==> config.mk <==
export PLATFORM = sky130hd
export DESIGN_NAME = calendar_date_add_days
export DESIGN_NICKNAME = d
export VERILOG_FILES = /design/src/cdad_pkg.sv /design/src/calendar_date_add_days.sv /design/src/cdad_next_day.sv
export SDC_FILE = /design/constraint.sdc
export NUM_CORES = 1
export LEC_CHECK = 0
export BUFFER_PORTS_ARGS = -buffer_cell sky130_fd_sc_hd__buf_2
export CAP_MARGIN = 20
export CORE_MARGIN = 5
export CORE_UTILIZATION = 45
export DETAILED_ROUTE_END_ITERATION = 6
export HOLD_SLACK_MARGIN = 0.08
export PLACE_DENSITY_LB_ADDON = 0.2
export SLEW_MARGIN = 25
export SYNTH_ARGS = -nofsm -noshare
export SYNTH_HDL_FRONTEND = slang
export SYNTH_SLANG_ARGS = --single-unit
==> constraint.sdc <==
create_clock -name clk -period 3.52 [get_ports clk]
set_clock_uncertainty 0.05 [all_clocks]
set_input_delay 0.176 -clock clk [delete_from_list [all_inputs] [get_ports clk]]
set_output_delay 0.176 -clock clk [all_outputs]
set_load 0.005 [all_outputs]
==> src/cdad_pkg.sv <==
// Shared types, constants and month-length lookup for the date-advance block.
package cdad_pkg;

  // Request beat: start date and the number of days to advance.
  typedef struct packed {
    logic [4:0]  start_day;
    logic [3:0]  start_month;
    logic [13:0] start_year;
    logic [15:0] days_to_add;
  } req_t;

  // Response beat: the resulting date.
  typedef struct packed {
    logic [4:0]  due_day;
    logic [3:0]  due_month;
    logic [13:0] due_year;
  } rsp_t;

  // Working date, with the year's remainder modulo the leap period.
  typedef struct packed {
    logic [4:0]  day;
    logic [3:0]  month;
    logic [13:0] year;
    logic [13:0] year_rem;
  } date_t;

  localparam int unsigned LeapPeriod = 400;
  localparam int unsigned Century    = 100;
  localparam int unsigned FebLeapLen = 29;
  localparam int unsigned LastMonth  = 12;
  // Shifts of the leap period that fit in the year width: 400 * 32 = 12800.
  localparam int unsigned RemSteps   = 6;

  localparam logic [4:0] MonthLen [13] = '{
    5'd0, 5'd31, 5'd28, 5'd31, 5'd30, 5'd31, 5'd30,
    5'd31, 5'd31, 5'd30, 5'd31, 5'd30, 5'd31
  };

  // Length of a month; months outside one to twelve count as 31 days.
  function automatic logic [4:0] days_in(input logic [3:0] month, input logic leap);
    logic [4:0] len;
    if (month < 4'd1 || month > 4'(LastMonth)) begin
      len = 5'd31;
    end else if (month == 4'd2 && leap) begin
      len = 5'(FebLeapLen);
    end else begin
      len = MonthLen[month];
    end
    return len;
  endfunction

endpackage

==> src/calendar_date_add_days.sv <==
// Top level of the Gregorian date-advance block.
//
// A request beat (req_valid/req_ready) carries a start date and a day count;
// one response beat (rsp_valid/rsp_ready) carries the date that many days
// later. The block handles one request at a time: req_ready is high only
// while it is idle.
// After a request is taken, the year is reduced modulo 400 by a shared
// compare-and-subtract unit, then the day-advance unit steps the date one
// day per cycle. The response becomes valid once the day count is used up.
// The response stays valid and unchanged while the receiver stalls; no new
// request is taken until it is delivered.
// Synchronous reset returns the sequencer to idle with no response pending.
module calendar_date_add_days (
  input  logic             clk,
  input  logic             rst,
  input  logic             req_valid,
  output logic             req_ready,
  input  cdad_pkg::req_t   req,
  output logic             rsp_valid,
  input  logic             rsp_ready,
  output cdad_pkg::rsp_t   rsp
);

  typedef enum logic [1:0] {
    S_IDLE,
    S_REM,
    S_RUN,
    S_DONE
  } state_t;

  state_t          state;
  logic [2:0]      step;
  logic [15:0]     remaining_days;
  cdad_pkg::date_t cur;
  cdad_pkg::date_t nxt;
  logic [13:0]     divisor;
  logic [13:0]     rem_sub;

  cdad_next_day u_next_day (
    .cur (cur),
    .nxt (nxt)
  );

  // Shared compare-and-subtract: one restoring step of the modulo-400 reduction.
  always_comb begin
    divisor = 14'(cdad_pkg::LeapPeriod) << step;
    rem_sub = cur.year_rem - divisor;
  end

  // Sequencer, working date and response register.
  always_ff @(posedge clk) begin
    if (rst) begin
      state          <= S_IDLE;
      step           <= '0;
      cur            <= '0;
      remaining_days <= '0;
    end else begin
      case (state)
        S_IDLE: begin
          if (req_valid) begin
            cur.day        <= req.start_day;
            cur.month      <= req.start_month;
            cur.year       <= req.start_year;
            cur.year_rem   <= req.start_year;
            remaining_days <= req.days_to_add;
            step           <= 3'(cdad_pkg::RemSteps - 1);
            state          <= S_REM;
          end
        end
        S_REM: begin
          if (cur.year_rem >= divisor) begin
            cur.year_rem <= rem_sub;
          end
          if (step == 3'd0) begin
            state <= S_RUN;
          end else begin
            step <= step - 3'd1;
          end
        end
        S_RUN: begin
          if (remaining_days == 16'd0) begin
            state <= S_DONE;
          end else begin
            cur            <= nxt;
            remaining_days <= remaining_days - 16'd1;
          end
        end
        S_DONE: begin
          if (rsp_ready) begin
            state <= S_IDLE;
          end
        end
        default: begin
          state <= S_IDLE;
        end
      endcase
    end
  end

  // Handshake and response payload.
  always_comb begin
    req_ready     = (state == S_IDLE);
    rsp_valid     = (state == S_DONE);
    rsp.due_day   = cur.day;
    rsp.due_month = cur.month;
    rsp.due_year  = cur.year;
  end

endmodule

==> src/cdad_next_day.sv <==
// Advances a working date by one day, tracking the year modulo 400.
module cdad_next_day (
  input  cdad_pkg::date_t cur,
  output cdad_pkg::date_t nxt
);

  logic        leap;
  logic [5:0]  day_inc;
  logic [4:0]  month_inc;
  logic [4:0]  len;

  // Leap year from the low year bits and the remainder modulo 400.
  always_comb begin
    leap = ((cur.year[1:0] == 2'b00) &&
            !(cur.year_rem == 14'(cdad_pkg::Century) ||
              cur.year_rem == 14'(2 * cdad_pkg::Century) ||
              cur.year_rem == 14'(3 * cdad_pkg::Century))) ||
           (cur.year_rem == 14'd0);
  end

  // Day, month and year rollover.
  always_comb begin
    len       = cdad_pkg::days_in(cur.month, leap);
    day_inc   = {1'b0, cur.day} + 6'd1;
    month_inc = {1'b0, cur.month} + 5'd1;
    nxt       = cur;
    if (day_inc > {1'b0, len}) begin
      nxt.day = 5'd1;
      if (month_inc > 5'(cdad_pkg::LastMonth)) begin
        nxt.month = 4'd1;
        nxt.year  = cur.year + 14'd1;
        // The remainder returns to zero when the year reaches a multiple of 400, or when the year wraps to zero.
        if (cur.year == '1 || cur.year_rem == 14'(cdad_pkg::LeapPeriod - 1)) begin
          nxt.year_rem = 14'd0;
        end else begin
          nxt.year_rem = cur.year_rem + 14'd1;
        end
      end else begin
        nxt.month = month_inc[3:0];
      end
    end else begin
      nxt.day = day_inc[4:0];
    end
  end

endmodule
Yosys cells after proc, flatten, opt, wreduce, memory -nomap -nowiden:

Memory sizes are Yosys's and may differ from the RTL's.
Index checks and enable logic that the tools add are counted.

* bits of input ports: 43
* logic and storage cells: 88
* bits in latches: 0
* output and inout bits: 25
* ROM bits: 80
* memories kept: 1
* bits in writable memories: 0
* register bits after elaboration: 58

Memories
* (name not given): words 16, width 5, rd ports 1, clocked after memory_dff 0, write ports 0, line cdad_pkg.sv:47 `len = MonthLen[month];`

* bitwise logic cells: 1
* reductions and logical operators: 22
* shift-type cells: 1
* add/sub/neg operators: 7
* eq/ne operators: 18
* div/mod/pow operators: 0
* magnitude comparators: 6
* multiply operators: 0
* multiplexer cells: 25

Operators by type and width (count)
* 37-bit two-way mux: 2
* 23-bit one-hot mux with 2 select lines: 1
* 14-bit one-hot mux with 3 select lines: 1
* 16-bit two-way mux: 2
* 32-bit two-way mux: 1
* 16-bit one-hot mux with 2 select lines: 1
* 14-bit by 1-bit adder with 14-bit output, second input constant: 2
* 14-bit by 9-bit == test with 1-bit output, second input constant: 2
* 14-bit two-way mux: 2
* 28-bit two-way mux: 1
* 5-bit two-way mux: 5
* 16-bit zero test: 1
* 16-bit by 1-bit subtractor with 16-bit output, second input constant: 1
* 14-bit == test, second input constant: 1
* 14-bit by 7-bit == test with 1-bit output, second input constant: 1
* 14-bit by 8-bit == test with 1-bit output, second input constant: 1
* 14-bit >= comparator: 1
* 14-bit zero test: 1
* 9-bit by 3-bit left shift with 14-bit output, first input constant: 1
* 14-bit subtractor: 1
* 2-bit inequality test, second input constant: 6
* 2-bit two-way mux: 4
* 2-bit one-hot mux with 4 select lines: 1
* 4-bit AND reduction: 2
* other kinds (26): 38

Longest topological paths before layout:

* depth after elaboration: 13
* gate-level depth with buffers: 17
* gate-level depth less buffers: 15

Modules after synthesis:

A second synthesis with hierarchy kept.

* cell total of the unflattened synthesis: 690
* area total of the unflattened synthesis: 5331.4 µm²

By module, submodules not included
* calendar_date_add_days: times used 1, cells an instance 486, seq. area each 1161.1 µm², area an instance 3976.3 µm²
* cdad_next_day: times used 1, cells an instance 204, seq. area each 0.0 µm², area an instance 1355.0 µm²

Worst setup path after synthesis:

Ideal clock, no wire load.

* path kind: flip-flop to flip-flop
* from: register cur[4] (netlist name)
* to: register rsp[1] (netlist name)
* required time: 3.329 ns
* cell stages (with the launch flop): 15
* setup time: 0.141 ns
* path buffers: 2
* arrival time: 3.125 ns
* clock period less this slack: 3.317 ns
* setup slack: 0.203 ns
* path through: dfxtp_1 > clkbuf_1 > nor4_1 > nand2_1 > nor4_1 > o21ai_0 > a2111oi_0 > ha_1 > nor2b_1 > o21ai_0 > a32o_1 > a21o_1 > buf_6 > a2111oi_0 > a211oi_2

* cells in the longest elaborated chain, start to end: 12
* elaborated cells on any way between the ends: 15
* those cells by class: 1 x order compare; 4 x eq/ne; 2 x mux; 8 x reduce/logical

RTL lines
* 14-bit by 7-bit == test with 1-bit output / 14-bit by 8-bit == test with 1-bit output (equally long branches): line cdad_next_day.sv:15, cdad_next_day.sv:16
* 1-bit logical OR: line cdad_next_day.sv:15 `!(cur.year_rem == 14'(cdad_pkg::Century) ||`
* 1-bit logical OR: line cdad_next_day.sv:16 `cur.year_rem == 14'(2 * cdad_pkg::Century) ||`
* 1-bit zero test: line cdad_next_day.sv:15
* 1-bit logical AND: line cdad_next_day.sv:14 `leap = ((cur.year[1:0] == 2'b00) &&`
* 1-bit logical OR *: line cdad_next_day.sv:17 `cur.year_rem == 14'(3 * cdad_pkg::Century))) ||`
* 1-bit logical AND *: line cdad_pkg.sv:44 `end else if (month == 4'd2 && leap) begin`
* 5-bit two-way mux *: line cdad_pkg.sv:44
* 5-bit two-way mux *: line cdad_pkg.sv:42 `if (month < 4'd1 || month > 4'(LastMonth)) begin`
* 6-bit by 5-bit greater-than comparator with 1-bit output *: line cdad_next_day.sv:27 `if (day_inc > {1'b0, len}) begin`
* 2-bit by 1-bit inequality test with 1-bit output (no source line) *
* 5-bit AND reduction (no source line) *

Mark *: on every way between the ends. The rest lies on a longest branch, timed or not.
A chain may end at the register's enable or synchronous reset.

Worst setup path after layout:

* from: register cur[1] (netlist name)
* to: register cur[6] (netlist name)

* cells in the longest elaborated chain, start to end: 12
* elaborated cells on any way between the ends: 27
* those cells by class: 2 x add/sub; 2 x order compare; 6 x eq/ne; 8 x mux; 9 x reduce/logical

RTL lines (line)
* 14-bit by 7-bit == test with 1-bit output / 14-bit by 8-bit == test with 1-bit output (equally long branches): cdad_next_day.sv:15, cdad_next_day.sv:16
* 1-bit logical OR: cdad_next_day.sv:15
* 1-bit logical OR: cdad_next_day.sv:16
* 1-bit zero test: cdad_next_day.sv:15
* 1-bit logical AND: cdad_next_day.sv:14
* 1-bit logical OR: cdad_next_day.sv:17
* 1-bit logical AND: cdad_pkg.sv:44
* 5-bit two-way mux: cdad_pkg.sv:44
* 5-bit two-way mux: cdad_pkg.sv:42
* 6-bit by 5-bit greater-than comparator with 1-bit output: cdad_next_day.sv:27
* 2-bit by 1-bit inequality test with 1-bit output (no source line)
* 6-bit AND reduction (no source line)

Several ways; a longest one is shown, not always the timed one. The select of a mux whose other input is x is not followed.

==> impl_summary.log <==
INFO  metric ir_drop = 0.000484 V
INFO  metric grt_antenna_before_repair = 0
INFO  metric internal_power = 2.85 mW
INFO  metric power.density = 1010 nW/um^2
INFO  metric area_used_by_multi_input_combinational_logic = 3420 sq um
INFO  metric timing_worst_setup_path_type = reg2reg
INFO  metric dominant_combinational_cell_family_by_area_after_synthesis = compound AO/OA/AOI/OAI gates
INFO  metric synthesized_area_fraction_occupied_by_xor_and_xnor_cells = 0.0263
INFO  metric dr.first_iter.drc_count = 374
INFO  metric cts_max_level = 3
INFO  metric ant_nets = 0
INFO  metric synth.ff_latch_count = 58
INFO  metric setup-violations-final = 0
INFO  metric final_common_cell = buf_2
INFO  metric globalplace.congestion = 0.957
INFO  metric synth_enable_flop_cells = 0
INFO  metric syn_area_per_cell = 7.61 sq um
INFO  metric vert_die_dim = 115 um
INFO  metric yosys-mux-area-fraction = 0.0183
INFO  metric worst_slew_margin_rel = 0.557
INFO  metric floorplan.die_area = 13300 sq um
INFO  metric synth-compound-area-share = 0.319
INFO  metric layout.area.seq = 1160 sq um
INFO  metric hp-class = in2reg
INFO  metric worst_pin_slew = 665 ps
INFO  metric tritoncts_clock_tree = built
INFO  metric n_antenna_cell = 0
INFO  metric critical_path.cell_chain = inv_1, ha_1, nand4_1, nor4_1, a41oi_2, o21a_1, o21ai_2, a2111oi_2, ha_1, nor2b_1, o21ai_1, a32o_1, a21o_1, buf_4, o311ai_2, o31ai_1
INFO  metric hold_viol_final = 0
INFO  metric simple_gate_share_of_the_synthesized_area = 0.221
INFO  metric seq_power_share = 0.210
INFO  metric rows = 38
INFO  metric clkTransAtPathRegs = 70 ps
INFO  metric worst-path-buf-inv = 2
INFO  metric grt-ovfl-total = 0
INFO  metric final_min_period_over_clock_period = 0.956
INFO  metric cp_data_arrival_time = 3520 ps
INFO  metric crit_path_max_fanout = 11
INFO  metric cpLargestDelayFamily = compound AO/OA/AOI/OAI gates
INFO  metric numCtsBuffers = 9
INFO  metric critPathMaxStageDelay = 340 ps
INFO  metric grt_pass1_wl = 24600 um
INFO  metric gr-usage-all-layers = 0.226
INFO  metric fillCellCount = 1053
INFO  metric first_global_vias = 4953
INFO  metric cts.root.buffer_cell = clkbuf_8
INFO  metric power_switching_share = 0.510
INFO  metric num-nets-final = 788
INFO  metric clock_power_share = 0.098
INFO  metric synth-seq-area-share = 0.232
INFO  metric startpoint_class_of_the_critical_path = register
INFO  metric input_output_buffers = 67
INFO  metric final_max_slew_violation_count = 0
INFO  metric synth_area = 4990 sq um
INFO  metric yosys_cell_types = 76
INFO  metric place_ws = -93.4 ps
INFO  metric dp.final_hpwl = 11500 um
INFO  metric crit_path_top_delay_cell = ha_1
INFO  metric power_frac_comb = 0.693
INFO  metric post_drt_via_cell_ratio = 6.21
INFO  metric status = finished, final reports clean
INFO  metric cp.required = 3680 ps
INFO  metric clockBufferDepth = 2
INFO  metric ys.flop_type = dfxtp_1
INFO  metric min_period = 3360 ps
INFO  metric synth_warnings = 0
INFO  metric timing.fmax = 297 MHz
INFO  metric detail_route.wl_per_cell = 17.9 um
INFO  metric drive_gt1_frac = 0.229
INFO  metric clk_latency = 350 ps
INFO  metric number_of_instances_in_the_synthesized_netlist = 656
INFO  metric fin_util = 0.527
INFO  metric area_growth = 14.5%
INFO  metric largest_net_degree_at_the_start_of_global_routing = 51
INFO  metric route.vias.total = 5312
INFO  metric tritoncts_num_sinks = 58
INFO  metric remaining_drc_errors = 0
INFO  metric power.switching = 2.96 mW
INFO  metric drv.max_cap_violation_count = 0
INFO  metric pin_count = 68
INFO  metric timing.critical_path.mode_cell = ha_1
INFO  metric async_reset_ff_frac = 0
INFO  metric total_leakage_power = 2.29 nW
INFO  metric drt_first_pass_iters = 5
INFO  metric chipWidth = 115 um
INFO  metric postLayoutSetupSlackWorst = 155 ps
INFO  metric regToRegSetupSlack = 160 ps
INFO  metric mostFrequentLayoutCells = 67 x buf_2, 58 x nand2_1, 57 x dfxtp_1
INFO  metric fp.coreArea = 10800 sq um
INFO  metric post-cts-setup-buffer-count = 0
INFO  metric finalWirelength = 15300 um
INFO  metric initial_utilization = 0.461
INFO  metric yosys.area_share.adder = 0.0827
INFO  metric crit_path_end_kind = register
tightest hold or removal path, stage by stage:
cell	delay [ps]
buf_2	80
a221oi_1	70
nor3_1	120
power groups by stage:
stage	registers, mW	logic [mW]	clock network, mW
2_1_floorplan	1.15	2.93	0
3_3_place_gp	1.20	3.81	0
3_5_place_dp	1.21	3.89	0
4_1_cts	1.19	3.92	0.574
5_1_grt	1.26	4.40	0.608
6_report	1.22	4.02	0.567
cell families (layout without fill, tap and decap cells):
family / Yosys count / count (layout)
adders and majority gates: 33 / 33
muxes: 9 / 9
and+or+nand+nor: 224 / 224
AOI/OAI and AO/OA: 217 / 217
xor gates and xnor gates: 15 / 15
DFF: 58 / 58
other: 1 / 3
buffers and inverters: 99 / 157
registers in the layout (all words and copies together) (netlist names):
register and flops:
step 3, rsp 23, cur 14, remaining_days 16, state 2
worst paths after layout:
kind / start / endpoint / cells past startpoint
setup / recovery: cur[1] / cur[6] / 16
hold / removal: req[38] / rsp[22] / 3
setup reg to reg: cur[1] / cur[6] / 16
hold reg to reg: remaining_days[15] / remaining_days[15] / 2
repair_timing:
item,in CTS,in global routing
pin swaps,1,3
gates resized for setup,2,16
endpoints found under the hold margin,2,0
endpoints found under the setup margin,21,36
hold buffers,2,0
synth_stat cells (all sizes together) (5+ instances only):
master / count / area share
or2: 5 / 0.0063
a31oi: 9 / 0.011
nor3: 26 / 0.026
dfxtp: 58 / 0.23
o211ai: 10 / 0.015
inv: 32 / 0.024
or3: 5 / 0.0063
and3: 5 / 0.0063
a211oi: 15 / 0.029
buf: 35 / 0.052
nor2: 49 / 0.037
o31ai: 16 / 0.026
a221oi: 9 / 0.017
o21a: 6 / 0.0090
nand3: 22 / 0.022
nand2b: 6 / 0.0075
mux2i: 8 / 0.016
clkbuf: 32 / 0.024
xnor2: 9 / 0.016
a21oi: 49 / 0.052
xor2: 6 / 0.011
o21ai: 29 / 0.032
ha: 33 / 0.083
nor4: 14 / 0.018
nand2: 59 / 0.045
o32ai: 9 / 0.016
a22oi: 7 / 0.011
nor2b: 14 / 0.018
o311ai: 8 / 0.014
nand4: 7 / 0.0088
per-layer routing:
layer	share of wire	GRT usage	wire (um)
met1	0.44	0.296	6690
met2	0.47	0.370	7270
met3	0.071	0.0495	1090
met4	0.019	0.0759	298
met5	0	0	0
through the flow:
step                      instance area, sq um  setup TNS [ps]  hold slack [ps]  instances  total power, mW
final                                     5720               0             93.5        856             5.80
after global placement                    5440               0              415        839             5.01
after CTS                                 5640               0             87.4        856             5.69
after global routing                      5720           -2.78             99.8        856             6.27
after floorplan                           5000               0              302        658             4.08
after detailed placement                  5440            -317              427        839             5.10
cell type report:
type / count / area share
timing repair buffer: 110 / 0.117
multi-input combinational: 501 / 0.599
clock buffer: 12 / 0.0271
inverter: 32 / 0.0210
tap: 140 / 0.0306
clock inverter: 3 / 0.00263
sequential: 58 / 0.203
No activity file was read; power rests on OpenSTA's default activity.
